`config.mk`:
```
export PLATFORM = sky130hd
export DESIGN_NAME = goldbach_prime_pair_finder
export DESIGN_NICKNAME = d
export VERILOG_FILES = /design/src/gpf_pkg.sv /design/src/gpf_div.sv /design/src/goldbach_prime_pair_finder.sv
export SDC_FILE = /design/constraint.sdc
export NUM_CORES = 1
export LEC_CHECK = 0
export BUFFER_PORTS_ARGS = -buffer_cell sky130_fd_sc_hd__buf_2
export CAP_MARGIN = 5
export CORE_ASPECT_RATIO = 1.75
export CORE_MARGIN = 1.5
export CORE_UTILIZATION = 47
export CTS_BUF_LIST = sky130_fd_sc_hd__clkbuf_16
export CTS_CLUSTER_SIZE = 14
export DETAILED_ROUTE_END_ITERATION = 12
export GPL_TIMING_DRIVEN = 0
export SLEW_MARGIN = 5
export SYNTH_ARGS = -nofsm -noshare
export SYNTH_HDL_FRONTEND = slang
export SYNTH_SLANG_ARGS = --single-unit
```
`constraint.sdc`:
```
create_clock -name clk -period 4.4 [get_ports clk]
set_input_delay 1.1 -clock clk [delete_from_list [all_inputs] [get_ports clk]]
set_output_delay 1.1 -clock clk [all_outputs]
set_load 0.01 [all_outputs]
```
`src/gpf_pkg.sv`:
```
`default_nettype none

package gpf_pkg;

	// Widths of the number and the datapath registers
	localparam int VALUE_WIDTH = 16;
	localparam int LOW_WIDTH   = VALUE_WIDTH - 1;
	localparam int DIV_WIDTH   = VALUE_WIDTH / 2 + 2;
	localparam int SQ_WIDTH    = 2 * DIV_WIDTH;
	localparam int CNT_WIDTH   = $clog2(VALUE_WIDTH + 1);
	localparam int PC_WIDTH    = 5;

	// Fixed numbers of the search
	localparam logic [VALUE_WIDTH-1:0] VAL_TWO   = VALUE_WIDTH'(2);
	localparam logic [VALUE_WIDTH-1:0] VAL_THREE = VALUE_WIDTH'(3);
	localparam logic [VALUE_WIDTH-1:0] VAL_FOUR  = VALUE_WIDTH'(4);
	localparam logic [LOW_WIDTH-1:0]   LOW_TWO   = LOW_WIDTH'(2);
	localparam logic [DIV_WIDTH-1:0]   DIV_THREE = DIV_WIDTH'(3);
	localparam logic [DIV_WIDTH-1:0]   DIV_TWO   = DIV_WIDTH'(2);
	localparam logic [SQ_WIDTH-1:0]    SQ_NINE   = SQ_WIDTH'(9);
	localparam logic [SQ_WIDTH-1:0]    SQ_FOUR   = SQ_WIDTH'(4);

	// Datapath action of one control word
	typedef enum logic [3:0] {
		ACT_NOP,
		ACT_LOAD,
		ACT_SEL_C,
		ACT_SEL_NC,
		ACT_SET_PAIR,
		ACT_INC_C,
		ACT_INIT_D,
		ACT_START_REM,
		ACT_CHK_REM,
		ACT_INC_D,
		ACT_SET_FOUR,
		ACT_EMIT
	} act_t;

	// Jump condition of one control word
	typedef enum logic [3:0] {
		COND_NEVER,
		COND_ALWAYS,
		COND_NO_INPUT,
		COND_N_EQ4,
		COND_C_GT_HALF,
		COND_PHASE1,
		COND_NOT_OK,
		COND_V_TRIVIAL,
		COND_SQ_GT_V,
		COND_REM_BUSY,
		COND_REM_ZERO,
		COND_OUT_BUSY
	} cond_t;

	typedef struct packed {
		act_t                act;
		cond_t               cond;
		logic [PC_WIDTH-1:0] target;
	} ucode_t;

	// Program addresses
	localparam logic [PC_WIDTH-1:0] PC_IDLE     = PC_WIDTH'(0);
	localparam logic [PC_WIDTH-1:0] PC_CHK4     = PC_WIDTH'(1);
	localparam logic [PC_WIDTH-1:0] PC_LOOP     = PC_WIDTH'(2);
	localparam logic [PC_WIDTH-1:0] PC_SEL_C    = PC_WIDTH'(3);
	localparam logic [PC_WIDTH-1:0] PC_RET      = PC_WIDTH'(4);
	localparam logic [PC_WIDTH-1:0] PC_SEL_NC   = PC_WIDTH'(5);
	localparam logic [PC_WIDTH-1:0] PC_GO_TEST  = PC_WIDTH'(6);
	localparam logic [PC_WIDTH-1:0] PC_RET2     = PC_WIDTH'(7);
	localparam logic [PC_WIDTH-1:0] PC_PAIR     = PC_WIDTH'(8);
	localparam logic [PC_WIDTH-1:0] PC_NEXT     = PC_WIDTH'(9);
	localparam logic [PC_WIDTH-1:0] PC_TEST     = PC_WIDTH'(10);
	localparam logic [PC_WIDTH-1:0] PC_DLOOP    = PC_WIDTH'(11);
	localparam logic [PC_WIDTH-1:0] PC_REM_GO   = PC_WIDTH'(12);
	localparam logic [PC_WIDTH-1:0] PC_REM_WAIT = PC_WIDTH'(13);
	localparam logic [PC_WIDTH-1:0] PC_REM_CHK  = PC_WIDTH'(14);
	localparam logic [PC_WIDTH-1:0] PC_INC_D    = PC_WIDTH'(15);
	localparam logic [PC_WIDTH-1:0] PC_FOUR     = PC_WIDTH'(16);
	localparam logic [PC_WIDTH-1:0] PC_EMIT     = PC_WIDTH'(17);
	localparam logic [PC_WIDTH-1:0] PC_BACK     = PC_WIDTH'(18);

	// Control store: the action runs, then jump to target if cond holds, else step on
	function automatic ucode_t gpf_ucode(input logic [PC_WIDTH-1:0] pc);
		ucode_t w;
		w = '{act: ACT_NOP, cond: COND_ALWAYS, target: PC_IDLE};
		case (pc)
			PC_IDLE:     w = '{act: ACT_LOAD,      cond: COND_NO_INPUT,  target: PC_IDLE};
			PC_CHK4:     w = '{act: ACT_NOP,       cond: COND_N_EQ4,     target: PC_FOUR};
			PC_LOOP:     w = '{act: ACT_NOP,       cond: COND_C_GT_HALF, target: PC_EMIT};
			PC_SEL_C:    w = '{act: ACT_SEL_C,     cond: COND_ALWAYS,    target: PC_TEST};
			PC_RET:      w = '{act: ACT_NOP,       cond: COND_PHASE1,    target: PC_RET2};
			PC_SEL_NC:   w = '{act: ACT_SEL_NC,    cond: COND_NOT_OK,    target: PC_NEXT};
			PC_GO_TEST:  w = '{act: ACT_NOP,       cond: COND_ALWAYS,    target: PC_TEST};
			PC_RET2:     w = '{act: ACT_NOP,       cond: COND_NOT_OK,    target: PC_NEXT};
			PC_PAIR:     w = '{act: ACT_SET_PAIR,  cond: COND_ALWAYS,    target: PC_EMIT};
			PC_NEXT:     w = '{act: ACT_INC_C,     cond: COND_ALWAYS,    target: PC_LOOP};
			PC_TEST:     w = '{act: ACT_INIT_D,    cond: COND_V_TRIVIAL, target: PC_RET};
			PC_DLOOP:    w = '{act: ACT_NOP,       cond: COND_SQ_GT_V,   target: PC_RET};
			PC_REM_GO:   w = '{act: ACT_START_REM, cond: COND_NEVER,     target: PC_IDLE};
			PC_REM_WAIT: w = '{act: ACT_NOP,       cond: COND_REM_BUSY,  target: PC_REM_WAIT};
			PC_REM_CHK:  w = '{act: ACT_CHK_REM,   cond: COND_REM_ZERO,  target: PC_RET};
			PC_INC_D:    w = '{act: ACT_INC_D,     cond: COND_ALWAYS,    target: PC_DLOOP};
			PC_FOUR:     w = '{act: ACT_SET_FOUR,  cond: COND_ALWAYS,    target: PC_EMIT};
			PC_EMIT:     w = '{act: ACT_EMIT,      cond: COND_OUT_BUSY,  target: PC_EMIT};
			PC_BACK:     w = '{act: ACT_NOP,       cond: COND_ALWAYS,    target: PC_IDLE};
			default:     w = '{act: ACT_NOP,       cond: COND_ALWAYS,    target: PC_IDLE};
		endcase
		return w;
	endfunction

endpackage

`default_nettype wire

```
`src/gpf_div.sv`:
```
`default_nettype none

module gpf_div
	import gpf_pkg::*;
(
	input  wire logic                   clk,
	input  wire logic                   arst_n,
	input  wire logic                   start,
	input  wire logic [VALUE_WIDTH-1:0] dividend,
	input  wire logic [DIV_WIDTH-1:0]   divisor,
	output logic                        busy,
	output logic [DIV_WIDTH-1:0]        rem
);

	logic                   busy_q;
	logic [CNT_WIDTH-1:0]   cnt_q;
	logic [VALUE_WIDTH-1:0] dvd_q;
	logic [DIV_WIDTH-1:0]   div_q;
	logic [DIV_WIDTH-1:0]   rem_q;
	logic [DIV_WIDTH:0]     shifted;
	logic [DIV_WIDTH:0]     diff;
	logic [DIV_WIDTH-1:0]   rem_next;

	// Bring in one dividend bit and subtract the divisor where it fits
	always_comb begin
		shifted  = {rem_q, dvd_q[VALUE_WIDTH-1]};
		diff     = shifted - {1'b0, div_q};
		rem_next = diff[DIV_WIDTH] ? shifted[DIV_WIDTH-1:0] : diff[DIV_WIDTH-1:0];
	end

	// Count one bit per cycle
	always_ff @(posedge clk or negedge arst_n) begin
		if (!arst_n) begin
			busy_q <= 1'b0;
			cnt_q  <= '0;
		end else if (start) begin
			busy_q <= 1'b1;
			cnt_q  <= CNT_WIDTH'(VALUE_WIDTH);
		end else if (busy_q) begin
			cnt_q <= cnt_q - CNT_WIDTH'(1);
			if (cnt_q == CNT_WIDTH'(1)) begin
				busy_q <= 1'b0;
			end
		end
	end

	// Hold operands and the partial remainder
	always_ff @(posedge clk) begin
		if (start) begin
			dvd_q <= dividend;
			div_q <= divisor;
			rem_q <= '0;
		end else if (busy_q) begin
			dvd_q <= {dvd_q[VALUE_WIDTH-2:0], 1'b0};
			rem_q <= rem_next;
		end
	end

	assign busy = busy_q;
	assign rem  = rem_q;

`ifndef NO_ASSERTIONS
	a_rem_below_divisor: assert property (@(posedge clk) disable iff (!arst_n)
		$fell(busy_q) |-> (rem_q < div_q))
		else $error("remainder not below divisor");

	a_count_live: assert property (@(posedge clk) disable iff (!arst_n)
		busy_q |-> (cnt_q != '0))
		else $error("remainder unit busy with zero count");

	a_start_when_idle: assert property (@(posedge clk) disable iff (!arst_n)
		start |-> !busy_q)
		else $error("remainder unit started while busy");
`endif

endmodule

`default_nettype wire

```
`src/goldbach_prime_pair_finder.sv`:
```
`default_nettype none

// Splits an unsigned number into two primes: 4 gives 2+2, otherwise odd candidates c
// from 3 up to n/2 are tried in rising order and the first c with c and n-c both prime
// is returned, with found set; when none exists the word is 2,2 with found clear.
// Primality is decided by trial division with odd divisors d while d*d <= v; each
// remainder comes from a bit-serial unit, which dominates the run time. One word is
// worked on at a time; the result sits in an output register, so the next word is
// taken while it waits.
module goldbach_prime_pair_finder
	import gpf_pkg::*;
(
	input  wire logic                   clk,
	input  wire logic                   arst_n,
	input  wire logic                   req_valid,
	output logic                        req_stall,
	input  wire logic [VALUE_WIDTH-1:0] even_value,
	output logic                        res_valid,
	input  wire logic                   res_stall,
	output logic [LOW_WIDTH-1:0]        prime_low,
	output logic [VALUE_WIDTH-1:0]      prime_high,
	output logic                        found
);

	logic [PC_WIDTH-1:0]    pc_q;
	ucode_t                 uw;
	logic                   jump;

	logic [VALUE_WIDTH-1:0] n_q;
	logic [VALUE_WIDTH-1:0] c_q;
	logic [VALUE_WIDTH-1:0] v_q;
	logic [DIV_WIDTH-1:0]   d_q;
	logic [SQ_WIDTH-1:0]    sq_q;
	logic                   ok_q;
	logic                   phase_q;
	logic [LOW_WIDTH-1:0]   res_low_q;
	logic [VALUE_WIDTH-1:0] res_high_q;
	logic                   res_found_q;

	logic                   out_valid_q;
	logic [LOW_WIDTH-1:0]   out_low_q;
	logic [VALUE_WIDTH-1:0] out_high_q;
	logic                   out_found_q;

	logic                   accept;
	logic                   out_busy;
	logic                   write_out;
	logic                   div_start;
	logic                   div_busy;
	logic [DIV_WIDTH-1:0]   div_rem;

	assign uw        = gpf_ucode(pc_q);
	assign accept    = req_valid && (pc_q == PC_IDLE);
	assign out_busy  = out_valid_q && res_stall;
	assign write_out = (uw.act == ACT_EMIT) && !out_busy;
	assign div_start = (uw.act == ACT_START_REM);

	// Evaluate the jump condition of the current control word
	always_comb begin
		case (uw.cond)
			COND_NEVER:     jump = 1'b0;
			COND_ALWAYS:    jump = 1'b1;
			COND_NO_INPUT:  jump = !req_valid;
			COND_N_EQ4:     jump = (n_q == VAL_FOUR);
			COND_C_GT_HALF: jump = (c_q > (n_q >> 1));
			COND_PHASE1:    jump = phase_q;
			COND_NOT_OK:    jump = !ok_q;
			COND_V_TRIVIAL: jump = (v_q < VAL_THREE) || !v_q[0];
			COND_SQ_GT_V:   jump = (sq_q > SQ_WIDTH'(v_q));
			COND_REM_BUSY:  jump = div_busy;
			COND_REM_ZERO:  jump = (div_rem == '0);
			COND_OUT_BUSY:  jump = out_busy;
			default:        jump = 1'b1;
		endcase
	end

	// Advance the step counter
	always_ff @(posedge clk or negedge arst_n) begin
		if (!arst_n) begin
			pc_q <= PC_IDLE;
		end else if (jump) begin
			pc_q <= uw.target;
		end else begin
			pc_q <= pc_q + PC_WIDTH'(1);
		end
	end

	// Datapath registers driven by the control word
	always_ff @(posedge clk) begin
		case (uw.act)
			ACT_LOAD: begin
				if (accept) begin
					n_q         <= even_value;
					c_q         <= VAL_THREE;
					res_low_q   <= LOW_TWO;
					res_high_q  <= VAL_TWO;
					res_found_q <= 1'b0;
				end
			end
			ACT_SEL_C: begin
				v_q     <= c_q;
				phase_q <= 1'b0;
			end
			ACT_SEL_NC: begin
				v_q     <= n_q - c_q;
				phase_q <= 1'b1;
			end
			ACT_SET_PAIR: begin
				res_low_q   <= c_q[LOW_WIDTH-1:0];
				res_high_q  <= n_q - c_q;
				res_found_q <= 1'b1;
			end
			ACT_INC_C: begin
				c_q <= c_q + VAL_TWO;
			end
			ACT_INIT_D: begin
				d_q  <= DIV_THREE;
				sq_q <= SQ_NINE;
				ok_q <= (v_q == VAL_TWO) || (v_q[0] && (v_q != VALUE_WIDTH'(1)));
			end
			ACT_CHK_REM: begin
				if (div_rem == '0) begin
					ok_q <= 1'b0;
				end
			end
			ACT_INC_D: begin
				d_q  <= d_q + DIV_TWO;
				sq_q <= sq_q + (SQ_WIDTH'(d_q) << 2) + SQ_FOUR;
			end
			ACT_SET_FOUR: begin
				res_low_q   <= LOW_TWO;
				res_high_q  <= VAL_TWO;
				res_found_q <= 1'b1;
			end
			default: begin
			end
		endcase
	end

	// Output word register: load on emit, drop once taken
	always_ff @(posedge clk or negedge arst_n) begin
		if (!arst_n) begin
			out_valid_q <= 1'b0;
		end else if (write_out) begin
			out_valid_q <= 1'b1;
		end else if (out_valid_q && !res_stall) begin
			out_valid_q <= 1'b0;
		end
	end

	always_ff @(posedge clk) begin
		if (write_out) begin
			out_low_q   <= res_low_q;
			out_high_q  <= res_high_q;
			out_found_q <= res_found_q;
		end
	end

	gpf_div u_div (
		.clk      (clk),
		.arst_n   (arst_n),
		.start    (div_start),
		.dividend (v_q),
		.divisor  (d_q),
		.busy     (div_busy),
		.rem      (div_rem)
	);

	assign req_stall  = (pc_q != PC_IDLE);
	assign res_valid  = out_valid_q;
	assign prime_low  = out_low_q;
	assign prime_high = out_high_q;
	assign found      = out_found_q;

`ifndef NO_ASSERTIONS
	a_pair_sums: assert property (@(posedge clk) disable iff (!arst_n)
		(write_out && res_found_q) |-> ((VALUE_WIDTH'(res_low_q) + res_high_q) == n_q))
		else $error("reported pair does not add up to the number");

	a_div_only_waited: assert property (@(posedge clk) disable iff (!arst_n)
		div_busy |-> (pc_q == PC_REM_WAIT))
		else $error("remainder unit running outside its wait step");

	a_square_tracks: assert property (@(posedge clk) disable iff (!arst_n)
		(pc_q == PC_DLOOP) |-> (sq_q == (SQ_WIDTH'(d_q) * SQ_WIDTH'(d_q))))
		else $error("divisor square out of step with divisor");
`endif

endmodule

`default_nettype wire

```
After elaboration in Yosys (flattened, before gate mapping)
Memories as Yosys holds them, arrays and structs flattened.
Index checks and enable logic that the tools add are counted.

storage, ports and cells
  bits in registers = 192
  bits in read-only memories = 416
  input bits = 20
  output and inout port bits = 34
  word-level logic and storage cells = 115
  memories kept = 1

cells by class
  $add $sub $neg = 8
  $lt $le $gt $ge = 3
  equality and inequality tests = 27
  mux-type cells = 26
  reductions and logical operators = 30

memories
  name             depth  width  read ports  clocked after memory_dff  write ports  line           RTL
  (no name shown)  32     13     1           0                         0            gpf_pkg.sv:86  case (pc)

operator list
  operator                                                                 count
  16-bit 2-to-1 mux                                                        4
  16-bit case mux with 2 select lines                                      2
  16-bit case mux with 3 select lines                                      1
  15-bit case mux with 3 select lines                                      1
  20-bit case mux with 2 select lines                                      1
  4-bit by 3-bit equality test with 1-bit output (second input constant)   8
  4-bit equality test (second input constant)                              8
  20-bit by 12-bit adder with 20-bit output                                1
  20-bit by 3-bit adder with 20-bit output (second input constant)         1
  20-bit by 16-bit greater-than comparator with 1-bit output               1
  10-bit case mux with 2 select lines                                      1
  16-bit by 2-bit adder with 16-bit output (second input constant)         1
  16-bit by 2-bit equality test with 1-bit output (second input constant)  1
  16-bit by 3-bit equality test with 1-bit output (second input constant)  1
  4-bit by 2-bit equality test with 1-bit output (second input constant)   4
  16-bit by 15-bit greater-than comparator with 1-bit output               1
  16-bit by 2-bit < comparator with 1-bit output (second input constant)   1
  16-bit by 1-bit != test with 1-bit output (second input constant)        1
  16-bit subtractor                                                        1
  15-bit 2-to-1 mux                                                        1
  5-bit 2-to-1 mux                                                         3
  2-bit nonzero test                                                       7
  1-bit case mux with 11 select lines                                      1
  11-bit by 10-bit subtractor with 11-bit output                           1
  19 further kinds                                                         41

Logic depth before layout (Yosys ltp)
An unclocked memory read counts as a cell.

  depth in word-level cells = 5
  mapped depth = 10
  depth with buffers taken out = 10

Modules after synthesis
Synthesis repeated with hierarchy kept, for this count alone.

second synthesis, totals
  cell total of the unflattened synthesis = 931
  area, all modules = 10431.3 um^2

by module, submodules not included
  module                      instances  cells each  area an instance (um^2)  seq. area each (um^2)
  goldbach_prime_pair_finder  1          731         8130.3                   4324.1
  gpf_div                     1          200         2301.0                   1131.1

Least setup slack after synthesis
No wires, ideal clock.

  path kind = register -> register
  start = register pc_q[0]
  end = register out_found_q (netlist: found), enable pin
  setup time = 432 ps
  arrival = 3514 ps
  data required time = 3968 ps
  path slack = 454 ps
  cell stages (with the launch flop) = 9
  path buffers = 0
  clock period less this slack = 3946 ps
  cell sequence = dfrtp_1 > inv_1 > ha_1 > nand2_1 > a21boi_1 > o32ai_2 > o21ai_1 > or2_2 > a21oi_1

on the way
  word-level cells in the longest chain between the ends = 3

RTL lines
  item                    line                               RTL
  start, declared         goldbach_prime_pair_finder.sv:25   logic [PC_WIDTH-1:0] pc_q;
  start signal, assigned  goldbach_prime_pair_finder.sv:82   pc_q <= uw.target;
  start signal, assigned  goldbach_prime_pair_finder.sv:84   pc_q <= pc_q + PC_WIDTH'(1);
  memory 32 x 13 bit      n/a
  4-bit equality test     goldbach_prime_pair_finder.sv:55   assign write_out = (uw.act == ACT_EMIT) && !out_busy;
  1-bit logical AND       goldbach_prime_pair_finder.sv:55
  via write_out           goldbach_prime_pair_finder.sv:47   logic write_out;
  end signal, assigned    goldbach_prime_pair_finder.sv:155  out_found_q <= res_found_q;
  end, declared           goldbach_prime_pair_finder.sv:43   logic out_found_q;

The timed path passes the listed nets, and every way through them passes these cells.
A chain may end at the register's enable or synchronous reset.

Worst setup path after layout
  start = register pc_q[1]
  end = register c_q[12], enable pin

on the way
  word-level cells in the longest chain between the ends = 4
  elaborated cells between the ends (all ways) = 8
  classes of those cells = eq/ne: 3; reduce/logical: 4; memory: 1

RTL lines
  item                                                                    line                               RTL
  memory 32 x 13 bit / 5-bit logical NOT (equally long branches)          n/a
  4-bit by 1-bit equality test with 1-bit output (tied with other cells)  goldbach_prime_pair_finder.sv:90   case (uw.act)
  2-bit != test (no line) / 2-bit nonzero test (equally long branches)    n/a
  2-bit AND reduction (no line) *                                         n/a
  end signal, assigned                                                    goldbach_prime_pair_finder.sv:114  c_q <= c_q + VAL_TWO;
  end, declared                                                           goldbach_prime_pair_finder.sv:30   logic [VALUE_WIDTH-1:0] c_q;

Mark *: on every way between the ends. The rest lies on a longest branch, timed or not.

==> results.json <==
{
  "status": "completed",
  "hold_slack_ps": 420.8,
  "synth_largest_area_cell": "edfxtp_1",
  "drcViolationCount": 0,
  "grt_pass1_wl_um": 36760,
  "rsz0062_at_grt": "no",
  "async_reset_ff_share_pct": 6.452,
  "wl_um": 23210,
  "coreArea_um2": 21320,
  "clkSlewWorstSetupHoldPaths_ps": 80,
  "critPathArrivalTime_ps": 3920,
  "reg2regPathDepth": 8,
  "layout_min_cycle_time_ps": 3846,
  "finClkSkew_ps": 12.32,
  "cts_root_buffer": "clkbuf_16",
  "ys_ff_latch": 186,
  "synthesis.area_um2": 10150,
  "min_path_type": "flop to flop",
  "synth_cell_types": 74,
  "num_rows": 71,
  "power.leakage_uw": 0.004555,
  "die_area_um2": 22510,
  "numCtsBuffers": 17,
  "cts_sinks": 186,
  "clockBufferDepth": 2,
  "r2r-start": "pc_q[1]",
  "postCtsResizedCells": 0,
  "layout-drive-gt1-share_pct": 12.08,
  "grt_antenna_before_repair": 0,
  "reg2reg_slack_ps": 550,
  "cp_slowest_cell": "o32ai_2",
  "grt_pass1_vias": 7085,
  "hold_viol_final": 0,
  "wl_per_cell_um": 18.47,
  "design_power_total_uw": 6824,
  "dp_hpwl_um": 18200,
  "crit_type": "flop to flop",
  "max-vdd-ir-drop_v": 0.0003398,
  "syn-mean-instance-area_um2": 11.09,
  "grt_max_degree": 33,
  "final_cells": 1257,
  "port_buffers": 53,
  "synthTopCellsByCount": "edfxtp_1 (164), nor2_1 (81), nand2_1 (78)",
  "maxCapViolations": 0,
  "min_from": "res_low_q[9]",
  "track_usage_pct": 21.69,
  "place.gp.congestion": 0.8867,
  "synth_top_area_share_pct": 48.53,
  "cp.required_ps": 4470,
  "worstMarginPinSlew_ps": 874.2,
  "cts_setup_buffers": 0,
  "placed_cells": 1225,
  "synthCells": 915,
  "yosysMostFrequentCell": "edfxtp_1",
  "worstPathCellList": "inv_1, ha_1, nand2b_1, and3b_1, o32ai_2, nand4_1, clkbuf_1, nand2_1",
  "start_kind": "flop",
  "n_antenna_cell": 0,
  "vias": 6977,
  "cp-end-kind": "flop",
  "nNetsFinal": 1089,
  "syn_to_final_growth_pct": 12.10,
  "initial_core_util_pct": 47.59,
  "cts_tree": "done",
  "first_pass_iters": 5,
  "yosys_warnings": 0,
  "ys_dominant_reg_cell": "edfxtp_1",
  "initialDrtViolationCount": 417,
  "grt_overflow": 0,
  "cp-startpoint": "pc_q[1]",
  "path_max_fanout": 15,
  "insertion_delay_ps": 440,
  "maxSlewHeadroom_pct": 41.72,
  "synth-seq-area-share_pct": 53.46,
  "crit_path_end": "c_q[12]",
  "dieHeight_um": 197.4,
  "syn_nets": 1015,
  "drv_slew": 0,
  "ios": 54,
  "htree_num_levels": 4,
  "fmax_mhz": 260.0,
  "power.density_nw_per_um2": 599.9,
  "synth_edf_count": 164,
  "die_w_um": 114.1,
  "num-fill-cells": 1921,
  "slowest_delay_ps": 620,
  "r2r-end": "c_q[12]",
  "vias_per_cell": 5.551,
  "synth_area_leaders": "edfxtp_1 (49%), ha_1 (9.5%), xnor2_1 (3.5%)",
  "post-route-period-util_pct": 87.41,
  "postCtsHoldBufs": 0,
  "ant_nets": 0,
  "setup_violations": 0
}
final cells by class:
class,count,area [um2],area share [%]
flip-flops and latches,186,5425,47.70
multi-input cells,627,4338,38.14
clock buffers,17,425.4,3.740
well taps,255,319.1,2.805
repair buffers,55,305.3,2.684
inverters,78,292.8,2.574
clock inverters,15,152.6,1.342
plain buffers,24,116.4,1.023
power breakdown:
part	internal [uW]	switching (uW)
combinational	991	1500
clock	756	736
sequential	2540	304
total	4280	2540
placed cells by master (no fill, tap or decap), types with 4 or more instances in the layout:
cell       synthesis  final
clkbuf_16          0     17
clkbuf_1          15     15
nor2_1            81     81
mux2i_1           18     18
ha_1              77     77
dfxtp_1           10     10
inv_1             76     76
nand2b_1           8      7
o211ai_1           5      5
buf_2              3     56
dfrtp_1           12     12
and3_1             7      7
xor2_1            14     14
nand3_1           23     23
nor2b_1           11     11
inv_6              0      6
a211oi_1           6      6
a21o_1             9      9
xnor2_1           40     40
and2_1            15     15
o21ai_1           12     12
edfxtp_1         164    164
nand2_1           78     78
nor3_1            14     14
or2_2              4      4
o21ai_0           51     50
nand4_1           12     12
nor4_1            11     11
a21oi_1           54     53
mux2_2             4      4
or3_1              6      6
critical path: cells and delay by family, from the launching register on:
kind | cells | cell delay, ps
fa+ha+maj | 1 | 320
compound gates | 1 | 620
simple gates | 4 | 1520
buf+inv | 2 | 540
flops | 1 | 480
state kept, by name, indices dropped and copies added, names as in the netlist:
name and flops:
u_div.cnt_q 5, res_found_q 1, prime_high 16, v_q 16
c_q 15, n_q 16, res_valid 1, sq_q 17
d_q 9, res_high_q 16, phase_q 1, prime_low 15
pc_q 5, found 1, u_div.busy 1, res_low_q 15
u_div.div_q 9, u_div.rem 10, u_div.dvd_q 16, ok_q 1
worst min path at each step:
stage	to	cells past startpoint
finish	prime_low[9]	0
global route	prime_high[1]	0
CTS	prime_high[1]	0
detailed placement	prime_high[7]	0
global placement	prime_low[13]	0
floorplan	found	0
per-stage QoR:
stage          setup TNS [ps]  util (%)  cell area (um2)  worst slack [ps]
2_1_floorplan               0         -            10150             453.9
3_3_place_gp           -48460     50.33            10730            -879.5
3_5_place_dp                0     50.64            10800             522.2
4_1_cts                     0     53.35            11370             511.1
5_1_grt                     0     53.35            11370             276.6
6_report                    0     53.35            11370             554.0
metal layers:
layer	track usage, %	routed length (um)	up-vias	part of all wire (%)
met2	43.57	13620	104	59
met4	8.380	683	0	2.9
met1	21.75	8501	3370	37
met5	0	0	-	0
li1	-	-	3463	-
met3	3.191	409	40	1.8
logic make-up (layout without fill, tap and decap cells):
| family | Yosys count | count (layout) | share of synthesized area (%) |
|---|---|---|---|
| xor gates and xnor gates | 55 | 55 | 4.883 |
| adders and majority gates | 80 | 80 | 10.09 |
| AOI/OAI and AO/OA | 179 | 179 | 11.01 |
| buffers and inverters | 102 | 189 | 4.032 |
| muxes | 25 | 25 | 2.737 |
| and+or+nand+nor | 288 | 288 | 13.79 |
| DFF | 186 | 186 | 53.46 |
Note: power is estimated with default switching activity, not from simulation.
